--- src/hdl/dte_pkg.sv ---
// Shared types and constants for the RTC date to epoch-seconds converter.
// Used by hdl/rtc_date_to_epoch_seconds.sv. No dependencies.
`timescale 1ns / 1ps
`default_nettype none

package dte_pkg;

    localparam int unsigned EpochYear  = 1970;
    localparam int unsigned YearMin    = 2000;
    localparam int unsigned YearMax    = 2100;
    localparam int unsigned SecsPerDay = 86400;
    localparam int unsigned SecsPerHr  = 3600;
    localparam int unsigned SecsPerMin = 60;
    localparam int unsigned DaysLeap   = 366;
    localparam int unsigned DaysNorm   = 365;

    // Fallback date for a reading that fails the range checks
    localparam int unsigned DefYear  = 2024;
    localparam int unsigned DefMonth = 4;
    localparam int unsigned DefDay   = 18;
    localparam int unsigned DefHour  = 12;

    // Year mod 100 and mod 400 for the epoch year, seeds for the leap counters
    localparam int unsigned EpochMod100 = EpochYear % 100;
    localparam int unsigned EpochMod400 = EpochYear % 400;

    typedef struct packed {
        logic [7:0] seconds;
        logic [7:0] minutes;
        logic [7:0] hours;
        logic [7:0] day_of_month;
        logic [7:0] month_number;
        logic [7:0] year_in_century;
        logic [7:0] century_number;
    } req_t;

    typedef struct packed {
        logic [31:0] epoch_seconds;
        logic        used_default;
    } res_t;

    // Days in month, index 0 = January, February without the leap day
    function automatic logic [4:0] month_days(input logic [3:0] m);
        logic [4:0] d;
        case (m)
            4'd1:    d = 5'd28;
            4'd3:    d = 5'd30;
            4'd5:    d = 5'd30;
            4'd8:    d = 5'd30;
            4'd10:   d = 5'd30;
            default: d = 5'd31;
        endcase
        return d;
    endfunction

endpackage

`default_nettype wire

--- src/hdl/rtc_date_to_epoch_seconds.sv ---
// RTC date to Unix epoch seconds converter, top level.
// Depends on hdl/dte_pkg.sv.
`timescale 1ns / 1ps
`default_nettype none

// Takes one binary clock reading per request and returns one result: the
// seconds since 1970-01-01 00:00:00 (Gregorian leap years) and a flag that
// is set when the reading was out of range and 2024-04-18 12:00:00 was used
// instead. The block works on one request at a time and holds req_stall high
// while busy, and the next request can be taken in the same cycle that the
// result becomes valid. One adder walks the years one per cycle, keeping
// year mod 100 and mod 400 in counters for the leap rule, then the months
// one per cycle, then adds the day of month; a multiply state then forms
// the days times 86400 and the time of day, and a last add sums the two.
// The result sits in an output register, so a stall on the result side only
// holds the block once the next result is ready.
module rtc_date_to_epoch_seconds
    import dte_pkg::*;
(
    input  wire logic clk,
    input  wire logic rst_n,
    input  wire logic req_valid,
    output logic      req_stall,
    input  wire req_t req_data,
    output logic      res_valid,
    input  wire logic res_stall,
    output res_t      res_data
);

    localparam logic [2:0] ST_IDLE  = 3'd0;
    localparam logic [2:0] ST_CHECK = 3'd1;
    localparam logic [2:0] ST_YEAR  = 3'd2;
    localparam logic [2:0] ST_MONTH = 3'd3;
    localparam logic [2:0] ST_DAY   = 3'd4;
    localparam logic [2:0] ST_MUL   = 3'd5;
    localparam logic [2:0] ST_SUM   = 3'd6;

    logic [2:0]  state_reg, state_next;
    logic        res_valid_reg, res_valid_next;

    req_t        in_reg, in_next;
    logic [11:0] year_reg, year_next;
    logic [3:0]  mon_reg, mon_next;
    logic [4:0]  day_reg, day_next;
    logic [4:0]  hr_reg, hr_next;
    logic [5:0]  min_reg, min_next;
    logic [5:0]  sec_reg, sec_next;
    logic        bad_reg, bad_next;
    logic [11:0] y_reg, y_next;
    logic [6:0]  c100_reg, c100_next;
    logic [8:0]  c400_reg, c400_next;
    logic [3:0]  m_reg, m_next;
    logic [15:0] days_reg, days_next;
    logic [31:0] prod_reg, prod_next;
    logic [16:0] tod_reg, tod_next;
    res_t        res_reg, res_next;

    logic [14:0] full_year;
    logic        bad;
    logic        leap;

    assign full_year = 15'(in_reg.century_number) * 15'(100) + 15'(in_reg.year_in_century);

    assign bad = (full_year < 15'(YearMin)) || (full_year > 15'(YearMax)) ||
                 (in_reg.month_number < 8'd1) || (in_reg.month_number > 8'd12) ||
                 (in_reg.day_of_month < 8'd1) || (in_reg.day_of_month > 8'd31) ||
                 (in_reg.hours > 8'd23) || (in_reg.minutes > 8'd59) ||
                 (in_reg.seconds > 8'd59);

    // Leap rule for the year held in y_reg
    assign leap = ((y_reg[1:0] == 2'd0) && (c100_reg != 7'd0)) || (c400_reg == 9'd0);

    always_comb
    begin
        state_next     = state_reg;
        res_valid_next = res_valid_reg;
        in_next        = in_reg;
        year_next      = year_reg;
        mon_next       = mon_reg;
        day_next       = day_reg;
        hr_next        = hr_reg;
        min_next       = min_reg;
        sec_next       = sec_reg;
        bad_next       = bad_reg;
        y_next         = y_reg;
        c100_next      = c100_reg;
        c400_next      = c400_reg;
        m_next         = m_reg;
        days_next      = days_reg;
        prod_next      = prod_reg;
        tod_next       = tod_reg;
        res_next       = res_reg;

        if (res_valid_reg && !res_stall)
        begin
            res_valid_next = 1'b0;
        end

        case (state_reg)
            ST_IDLE:
            begin
                if (req_valid)
                begin
                    in_next    = req_data;
                    state_next = ST_CHECK;
                end
            end
            ST_CHECK:
            begin
                bad_next  = bad;
                if (bad)
                begin
                    year_next = 12'(DefYear);
                    mon_next  = 4'(DefMonth);
                    day_next  = 5'(DefDay);
                    hr_next   = 5'(DefHour);
                    min_next  = 6'd0;
                    sec_next  = 6'd0;
                end
                else
                begin
                    year_next = full_year[11:0];
                    mon_next  = in_reg.month_number[3:0];
                    day_next  = in_reg.day_of_month[4:0];
                    hr_next   = in_reg.hours[4:0];
                    min_next  = in_reg.minutes[5:0];
                    sec_next  = in_reg.seconds[5:0];
                end
                y_next     = 12'(EpochYear);
                c100_next  = 7'(EpochMod100);
                c400_next  = 9'(EpochMod400);
                days_next  = 16'd0;
                state_next = ST_YEAR;
            end
            ST_YEAR:
            begin
                if (y_reg < year_reg)
                begin
                    days_next = days_reg + (leap ? 16'(DaysLeap) : 16'(DaysNorm));
                    y_next    = y_reg + 12'd1;
                    c100_next = (c100_reg == 7'd99) ? 7'd0 : c100_reg + 7'd1;
                    c400_next = (c400_reg == 9'd399) ? 9'd0 : c400_reg + 9'd1;
                end
                else
                begin
                    m_next     = 4'd0;
                    state_next = ST_MONTH;
                end
            end
            ST_MONTH:
            begin
                // y_reg now equals the target year, so leap applies to it
                if ({1'b0, m_reg} + 5'd1 < {1'b0, mon_reg})
                begin
                    days_next = days_reg + 16'(month_days(m_reg)) +
                                16'((m_reg == 4'd1) && leap);
                    m_next    = m_reg + 4'd1;
                end
                else
                begin
                    state_next = ST_DAY;
                end
            end
            ST_DAY:
            begin
                days_next  = days_reg + 16'(day_reg) - 16'd1;
                state_next = ST_MUL;
            end
            ST_MUL:
            begin
                prod_next  = 32'(days_reg) * 32'(SecsPerDay);
                tod_next   = 17'(hr_reg) * 17'(SecsPerHr) + 17'(min_reg) * 17'(SecsPerMin) +
                             17'(sec_reg);
                state_next = ST_SUM;
            end
            ST_SUM:
            begin
                if (!res_valid_reg || !res_stall)
                begin
                    res_next.epoch_seconds = prod_reg + 32'(tod_reg);
                    res_next.used_default  = bad_reg;
                    res_valid_next         = 1'b1;
                    state_next             = ST_IDLE;
                end
            end
            default:
            begin
                state_next = ST_IDLE;
            end
        endcase
    end

    always_ff @(posedge clk or negedge rst_n)
    begin
        if (!rst_n)
        begin
            state_reg     <= ST_IDLE;
            res_valid_reg <= 1'b0;
        end
        else
        begin
            state_reg     <= state_next;
            res_valid_reg <= res_valid_next;
        end
    end

    always_ff @(posedge clk)
    begin
        in_reg   <= in_next;
        year_reg <= year_next;
        mon_reg  <= mon_next;
        day_reg  <= day_next;
        hr_reg   <= hr_next;
        min_reg  <= min_next;
        sec_reg  <= sec_next;
        bad_reg  <= bad_next;
        y_reg    <= y_next;
        c100_reg <= c100_next;
        c400_reg <= c400_next;
        m_reg    <= m_next;
        days_reg <= days_next;
        prod_reg <= prod_next;
        tod_reg  <= tod_next;
        res_reg  <= res_next;
    end

    assign req_stall = (state_reg != ST_IDLE);
    assign res_valid = res_valid_reg;
    assign res_data  = res_reg;

endmodule

`default_nettype wire
--- config.mk ---
export PLATFORM = sky130hd
export DESIGN_NAME = rtc_date_to_epoch_seconds
export DESIGN_NICKNAME = d
export VERILOG_FILES = /design/src/hdl/dte_pkg.sv /design/src/hdl/rtc_date_to_epoch_seconds.sv
export SDC_FILE = /design/constraint.sdc
export NUM_CORES = 1
export LEC_CHECK = 0
export BUFFER_PORTS_ARGS = -buffer_cell sky130_fd_sc_hd__buf_2
export CAP_MARGIN = 20
export CORE_ASPECT_RATIO = 1.4
export CORE_MARGIN = 2
export CORE_UTILIZATION = 60
export CTS_BUF_LIST = sky130_fd_sc_hd__clkbuf_8 sky130_fd_sc_hd__clkbuf_16
export CTS_CLUSTER_DIAMETER = 50
export DETAILED_ROUTE_END_ITERATION = 10
export PLACE_DENSITY = 0.88
export SETUP_SLACK_MARGIN = 0.05
export SLEW_MARGIN = 0
export SYNTH_ARGS = -nofsm -noshare
export SYNTH_HDL_FRONTEND = slang
export SYNTH_SLANG_ARGS = --single-unit
--- constraint.sdc ---
create_clock -name clk -period 9.77 [get_ports clk]
set_input_delay 0.977 -clock clk [delete_from_list [all_inputs] [get_ports clk]]
set_output_delay 0.977 -clock clk [all_outputs]
set_load 0.02 [all_outputs]
---- Yosys cells after proc, flatten, opt, wreduce, memory -nomap -nowiden ----
Cells that the tools add are included.
storage, ports and cells
  register bits after elaboration ......... 222
  word-level logic and storage cells ...... 129
operators by class
  $add $sub $neg .......................... 14
  multipliers ............................. 4
  magnitude comparators ................... 11
  equal/unequal tests ..................... 19
  muxes and demuxes ....................... 26
  reductions and logical operators ........ 30
operators with widths
  cell                                                             count
  case mux 16 bit (4 select lines)                                 1
  adder 16 x 5 -> 16 bit                                           2
  adder 32 x 17 -> 32 bit                                          1
  2-to-1 mux 16 bit                                                2
  multiplier 16 x 10 -> 25 bit, second input constant              1
  case mux 12 bit (2 select lines)                                 1
  case mux 3 bit (7 select lines)                                  1
  2-to-1 mux 9 bit                                                 2
  case mux 9 bit (2 select lines)                                  1
  adder 17 x 12 -> 17 bit                                          1
  adder 17 x 6 -> 17 bit                                           1
  adder 16 x 1 -> 16 bit                                           1
  adder 16 x 9 -> 16 bit                                           1
  greater-than comparator 8 x 5 -> 1 bit, second input constant    2
  greater-than comparator 8 x 6 -> 1 bit, second input constant    2
  less-than comparator 8 x 1 -> 1 bit, second input constant       2
  subtractor 16 x 1 -> 16 bit, second input constant               1
  adder 15 x 8 -> 15 bit                                           1
  greater-than comparator 15 x 12 -> 1 bit, second input constant  1
  less-than comparator 15 x 11 -> 1 bit, second input constant     1
  2-to-1 mux 7 bit                                                 2
  case mux 7 bit (2 select lines)                                  1
  multiplier 5 x 8 -> 13 bit, second input constant                1
  multiplier 8 x 5 -> 13 bit, second input constant                1
  41 further kinds                                                 73

---- Longest topological paths before layout ----
Gate-level depths: netlist of the first run.
  word-level depth ........................ 11
  mapped depth ............................ 18

---- Least setup slack after synthesis of the first run ----
OpenSTA, ideal clock, no wires.
  path type ............................... register to register
  start ................................... register state_reg[0]
  end ..................................... register c100_reg[0], enable pin
  data arrival time ....................... 4.791 ns
  data required time ...................... 9.351 ns
  slack ................................... 4.560 ns
  cell stages (with the launch flop) ...... 5
  path buffers ............................ 2
  period minus slack after synthesis ...... 5.210 ns
  cells stage by stage .................... dfrtp_1 -> clkbuf_1 -> clkbuf_1 -> nor3b_1 -> o21bai_1
between the ends
  word-level cells in the longest chain between the ends .. 3
  elaborated cells on any way between the ends .. 5
  those cells by class .................... eq/ne: 3; reduce/logical: 2
RTL lines
  item                                                                          line                              text
  start: declaration                                                            rtc_date_to_epoch_seconds.sv:38   logic [2:0] state_reg, state_next;
  start signal: assignment                                                      rtc_date_to_epoch_seconds.sv:202  state_reg <= state_next;
  equality test 3 x 2 -> 1 bit or equality test 3 x 1 -> 1 bit (tied branches)  rtc_date_to_epoch_seconds.sv:99   case (state_reg)
  != test 2 bit (no source line) or nonzero test 2 bit (tied branches)          --
  AND reduction 2 bit (no source line) *                                        --
  end signal: assignment                                                        rtc_date_to_epoch_seconds.sv:218  c100_reg <= c100_next;
  end: declaration                                                              rtc_date_to_epoch_seconds.sv:50   logic [6:0] c100_reg, c100_next;
Mark *: on every way between the ends. The rest lies on a longest branch, timed or not.
A chain may end at the register's enable or synchronous reset.

---- Worst setup path in the final report of the first run ----
  start ................................... register days_reg[1]
  end ..................................... register prod_reg[30], data pin
between the ends
  word-level cells in the longest chain between the ends .. 1
RTL lines
  item                          line                              text
  start: declaration            rtc_date_to_epoch_seconds.sv:53   logic [15:0] days_reg, days_next;
  start signal: assignment      rtc_date_to_epoch_seconds.sv:221  days_reg <= days_next;
  multiplier 16 x 10 -> 25 bit  rtc_date_to_epoch_seconds.sv:171  prod_next = 32'(days_reg) * 32'(SecsPerDay);
  end signal: assignment        rtc_date_to_epoch_seconds.sv:222  prod_reg <= prod_next;
  end: declaration              rtc_date_to_epoch_seconds.sv:54   logic [31:0] prod_reg, prod_next;
Every way passes these cells.

==> flow_summary.toml, run 1 <==
[final_layout]
antenna-diode-count = 0
layout.nets = 1881
drive_gt1_share_pct = 10.7
fin_util_pct = 67.4
fillers = 1817
area_growth_pct = 10.4
largest_register_ff_count = 56

[clock_network]
cts_buffers = 24
htree_num_levels = 1
cts_hold_buf = 0
cts_tree = "built"
cts_setup_buffers = 0
clk_latency_ns = 0.56
root_buffer = "clkbuf_16"
clk_pin_slew_ns = 0.07
clockBufferDepth = 3
cts.sinks = 222
cts_resized = 0

[run_status]
status = "completed"

[floorplan]
initial_core_util_pct = 61.1
core_um2 = 26200
die_w_um = 142
ioPinCount = 95
dieArea_um2 = 28000
die_y_um = 197
rows = 70

[sta]
setup_violations = 0
fin_crit_ns = 5.32
fmax_mhz = 188
skew_ns = 0.0411
slew_headroom_pct = 35.5
rsz0062_at_grt = "false"
worst-slew-pin-transition_ns = 0.964
hold_viol = 0
setup_ws_ns = 4.45
slew_viol_final = 0
finalSetupTns_ns = 0
post-route-period-util_pct = 54.5

[yosys]
synthArstFlopShare_pct = 1.80
ys.flop_type = "edfxtp_1"
yosysWarnings = 0
synth_seq_cells = 222
synth_top_family_by_area = "adder cells"
synth_compound_area_share_pct = 9.69
synthAdderAreaFrac_pct = 25.4
muxShareOfSynthArea_pct = 0.469
ys_seq_area_share_pct = 41.6
yosys.area_share.simple_pct = 10.3
synth_area_um2 = 16000
avgSynthCellArea_um2 = 11.3
synth_nets = 1773
synthXorXnorAreaFrac_pct = 7.35
synth_cells = 1421
synth.distinct_cells = 69
synth_edf_count = 218

[worst_setup_path]
critPathLaunchType = "flop"
path_max_fanout = 8
critPathKind = "reg -> reg"
r2r-end = "prod_reg[30]"
cp.arrival_ns = 5.59
cp-end-kind = "flop"
rrSetupSlack_ns = 4.45
cp_data_required_time_ns = 10.04
reg2reg_depth = 18
r2r_start = "days_reg[1]"

[routing]
met1Wirelength_mm = 11.4
firstDrtPassIters = 5
via_per_inst = 5.81
top_layer_used = "met4"
wl_met2_mm = 16.5
wl_met3_mm = 1.03
wl_mm = 30.0
post_drt_wl_per_cell_um = 16.1
ant_nets = 0
drt_iter0_markers = 500
vias = 10900
drc_errors = 0

[global_routing]
grt_use_total_pct = 22.1
first_global_vias = 11400
grt-ovfl-total = 0
antenna_found_initial = 0
grt_pass1_wl_mm = 50.7
grt_max_degree = 57

[placed_design]
port_buffers = 94
pre_cts_slack_ns = 4.53
place_hpwl_mm = 23.2
gp_congestion = 0.908

[min_path]
hold_class = "in -> async"

[job]
maxCapViolations = 0
## per-stage QoR
step,std cells,hold slack (ns),cell area [um^2]
finish,1870,0.237,17700
global route,1870,0.226,17700
CTS,1869,0.224,17600
detailed placement,1826,0.406,16900
global placement,1826,0.403,16900
floorplan,1421,0.400,16000
## how the worst max path moves through the flow
stage	start	end	slack [ns]	depth (start not counted)
2_1_floorplan	state_reg[0]	c100_reg[0]	4.56	4
5_1_grt	days_reg[1]	prod_reg[30]	4.15	18
6_report	days_reg[1]	prod_reg[30]	4.45	18
3_3_place_gp	days_reg[6]	prod_reg[31]	4.59	18
4_1_cts	days_reg[6]	prod_reg[31]	4.53	18
3_5_place_dp	days_reg[5]	prod_reg[31]	4.53	18
## routing by layer
metal / track usage (%) / up-vias
li1: - / 5288
met1: 23.5 / 5236
met2: 42.7 / 251
met3: 2.81 / 85
met4: 10.0 / 0
met5: 0 / -
## cell type report
class                           instances  area [um^2]  area share, %
Clock inverter                         19          161          0.914
Inverter                              204          766           4.34
Sequential cell                       222         6650           37.6
Tap cell                              324          405           2.30
Timing Repair Buffer                  102          543           3.07
Clock buffer                           24          601           3.40
Multi-Input combinational cell        975         8540           48.3
## layout by cell type (no fill, tap or decap), types with 15 or more instances in the layout
| cell | n |
|---|---|
| ha_1 | 238 |
| edfxtp_1 | 218 |
| inv_1 | 206 |
| buf_2 | 94 |
| xnor2_1 | 89 |
| a21oi_1 | 68 |
| nand2_1 | 67 |
| nor2_1 | 56 |
| fa_1 | 54 |
| o21ai_0 | 48 |
| xor2_1 | 37 |
| nand3_1 | 34 |
| and4_1 | 26 |
| a21o_1 | 25 |
| clkbuf_16 | 24 |
| and3_1 | 18 |
| nand4_1 | 17 |
| nor3_1 | 15 |
## worst max-delay path, stage by stage (launching register included)
cell	delay, ns
edfxtp_1	0.56
ha_1	0.36
inv_1	0.13
fa_1	0.45
fa_1	0.52
inv_1	0.04
ha_1	0.27
inv_1	0.05
fa_1	0.50
inv_1	0.04
ha_1	0.35
a211oi_1	0.30
o21ai_0	0.17
nand4_1	0.10
o21ai_0	0.17
or4_1	0.51
a31oi_1	0.22
a211oi_1	0.12
xor2_1	0.15
## synth_stat cells, types with 2 or more instances
library cell | n | share of area [%]
o22ai_1 | 12 | 0.47
o2111ai_1 | 3 | 0.16
fa_1 | 54 | 6.8
o21ai_0 | 49 | 1.5
o31a_1 | 3 | 0.16
nand3_1 | 34 | 1.1
dfrtp_1 | 4 | 0.63
nor3b_1 | 2 | 0.094
inv_1 | 204 | 4.8
xnor2_1 | 89 | 4.9
o311ai_0 | 3 | 0.16
or2_2 | 9 | 0.35
a211o_1 | 5 | 0.27
ha_1 | 238 | 19
a21oi_1 | 69 | 2.2
a2111oi_0 | 3 | 0.16
a221oi_1 | 2 | 0.11
and2_1 | 7 | 0.27
and4_1 | 26 | 1.4
a21boi_0 | 2 | 0.094
nor2b_1 | 9 | 0.35
o21a_1 | 8 | 0.38
nand2_1 | 67 | 1.6
o21bai_1 | 12 | 0.56
clkbuf_1 | 17 | 0.40
nand4_1 | 17 | 0.66
a311oi_1 | 2 | 0.11
o211ai_1 | 2 | 0.094
nor4_1 | 7 | 0.27
a31oi_1 | 8 | 0.31
or4_1 | 11 | 0.52
mux2i_1 | 6 | 0.38
xor2_1 | 37 | 2.0
a41o_1 | 2 | 0.13
nand3b_1 | 3 | 0.14
a211oi_1 | 12 | 0.56
nor3_1 | 15 | 0.47
nand2b_1 | 12 | 0.47
and3_1 | 18 | 0.70
edfxtp_1 | 218 | 41
buf_2 | 2 | 0.063
or3_1 | 11 | 0.43
nor2_1 | 57 | 1.3
a21o_1 | 25 | 1.2
## cells by family after synthesis
| kind of cell | after synthesis |
|---|---|
| AO/OA/AOI/OAI | 239 |
| AND/OR/NAND/NOR | 308 |
| multiplexers | 7 |
| buffers and inverters | 224 |
| XOR/XNOR | 129 |
| adder cells (fa/ha/maj) | 292 |
| flip-flops | 222 |
Power of run 1 is left out: the tool's default activity adds up to more than one toggle a clock period on the data nets, which glitch-free logic cannot reach.
==> run 2: changes to the inputs <==
Clock period 9.77 ns to 5.4 ns, I/O delays scaled along.
==> flow_summary.toml, run 2 (synthesis gave the netlist of run 1 again) <==
[run_status]
status = "completed"

[clock_network]
clk_pin_slew_ns = 0.06
root_buffer = "clkbuf_16"
cts.sinks = 222
htree_num_levels = 1
clk_latency_ns = 0.56
clockBufferDepth = 3
cts_buffers = 25
cts_tree = "built"

[final_layout]
antenna-diode-count = 0
layout_commonest_cell = "ha_1"
area_growth_pct = 11.7
drive_gt1_share_pct = 11.9
final_cell_mix = "238 x ha_1, 218 x edfxtp_1, 205 x inv_1"
fillers = 1744
largest_register_ff_count = 56
layout.nets = 1900

[floorplan]
dieArea_um2 = 28000
initial_core_util_pct = 61.1
die_y_um = 197
core_um2 = 26200
ioPinCount = 95
rows = 70
die_w_um = 142

[routing]
post_drt_wl_per_cell_um = 16.8
wl_mm = 31.7
drt_iter0_markers = 563
vias = 11100
firstDrtPassIters = 5
via_per_inst = 5.89
ant_nets = 0
drc_errors = 0

[worst_setup_path]
critPathKind = "reg -> reg"
cpPeakStageDelay_ns = 0.51
cp_num_buf_inv = 4
critPathLaunchType = "flop"
crit_family = "adder cells"
crit_top_cell = "inv_1"
cp.arrival_ns = 5.48
path_max_fanout = 5
worstPathCellList = "ha_1, inv_1, fa_1, inv_1, fa_1, ha_1, inv_1, fa_1, inv_1, ha_1, a21o_1, a221oi_2, a2bb2oi_1, a31oi_1, a41o_1, or4_1, o21ai_0, xnor2_1"
slowest_stage = "fa_1"
rrSetupSlack_ns = 0.22
cp-end-kind = "flop"
cp_data_required_time_ns = 5.70

[sta]
worst-slew-pin-transition_ns = 0.928
skew_ns = 0.0149
finalSetupTns_ns = 0
hold_viol = 0
post-route-period-util_pct = 95.8
fmax_mhz = 193
rsz0062_at_grt = "false"
slew_headroom_pct = 38.1
fin_crit_ns = 5.18
slew_viol_final = 0
setup_violations = 0

[placed_design]
gp_congestion = 0.885
port_buffers = 94
place_hpwl_mm = 23.6

[global_routing]
grt_use_total_pct = 22.8
met1_usage_pct = 23.4
first_global_vias = 11600
busiest_layer = "met2"
met2_usage_pct = 44.3
grt_max_degree = 57
antenna_found_initial = 0
grt_pass1_wl_mm = 52.1
grt-ovfl-total = 0
grtUsageMet3_pct = 2.67

[job]
maxCapViolations = 0

[min_path]
hold_class = "in -> reg"
==> run 2: changes by cell type in the layout (fill, tap and decap cells not counted), sizes merged <==
cell         change
buf             +17
clkinv           -3
clkbuf           +1
clkinvlp         +1
bufinv           +1
dlygate4sd3      +1
==> run 2: timing repair <==
action,4_1_cts,5_1_grt
setup endpoints to repair,0,3
hold buffers,1,0
gates resized for setup,0,1
setup buffers,0,6
hold endpoints to repair,4,0
==> run 2: final cells by class <==
| class | instances | area (um^2) | area share [%] |
|---|---|---|---|
| multi-input cells | 975 | 8540 | 47.8 |
| flip-flops and latches | 222 | 6650 | 37.2 |
| inverters | 204 | 766 | 4.28 |
| repair buffers | 120 | 681 | 3.81 |
| clock buffers | 25 | 626 | 3.50 |
| well taps | 324 | 405 | 2.27 |
| clock inverters | 18 | 205 | 1.15 |
==> run 2: final timing paths <==
path                           endpoint  depth (start not counted)    startpoint
min reg2reg                 res_data[6]                          0    tod_reg[5]
min in group asynchronous  state_reg[1]                          2         rst_n
max reg2reg                prod_reg[31]                         18   days_reg[4]
max                        prod_reg[31]                         18   days_reg[4]
max in group asynchronous  state_reg[2]                          2         rst_n
min                          in_reg[52]                          1  req_data[52]
==> run 2: per-layer routing <==
| layer | routed length, um | part of all wire, % | vias to the layer above |
|---|---|---|---|
| met1 | 11500 | 36 | 5332 |
| li1 | - | - | 5341 |
| met5 | 0 | 0 | - |
| met3 | 1190 | 3.8 | 111 |
| met2 | 17400 | 55 | 344 |
| met4 | 1590 | 5.0 | 0 |
==> run 2: stage by stage <==
| step | setup slack [ns] | hold slack (ns) | std cells | instance area, um^2 | util (%) |
|---|---|---|---|---|---|
| detailed placement | 0.183 | 0.352 | 1837 | 17000 | 64.8 |
| global placement | 0.297 | 0.350 | 1837 | 17000 | 64.8 |
| global route | 0.0236 | 0.137 | 1888 | 17900 | 68.2 |
| floorplan | 0.190 | 0.244 | 1421 | 16000 | - |
| CTS | 0.160 | 0.132 | 1881 | 17800 | 68.0 |
| finish | 0.225 | 0.159 | 1888 | 17900 | 68.2 |
Power of run 2 is left out for the same reason.
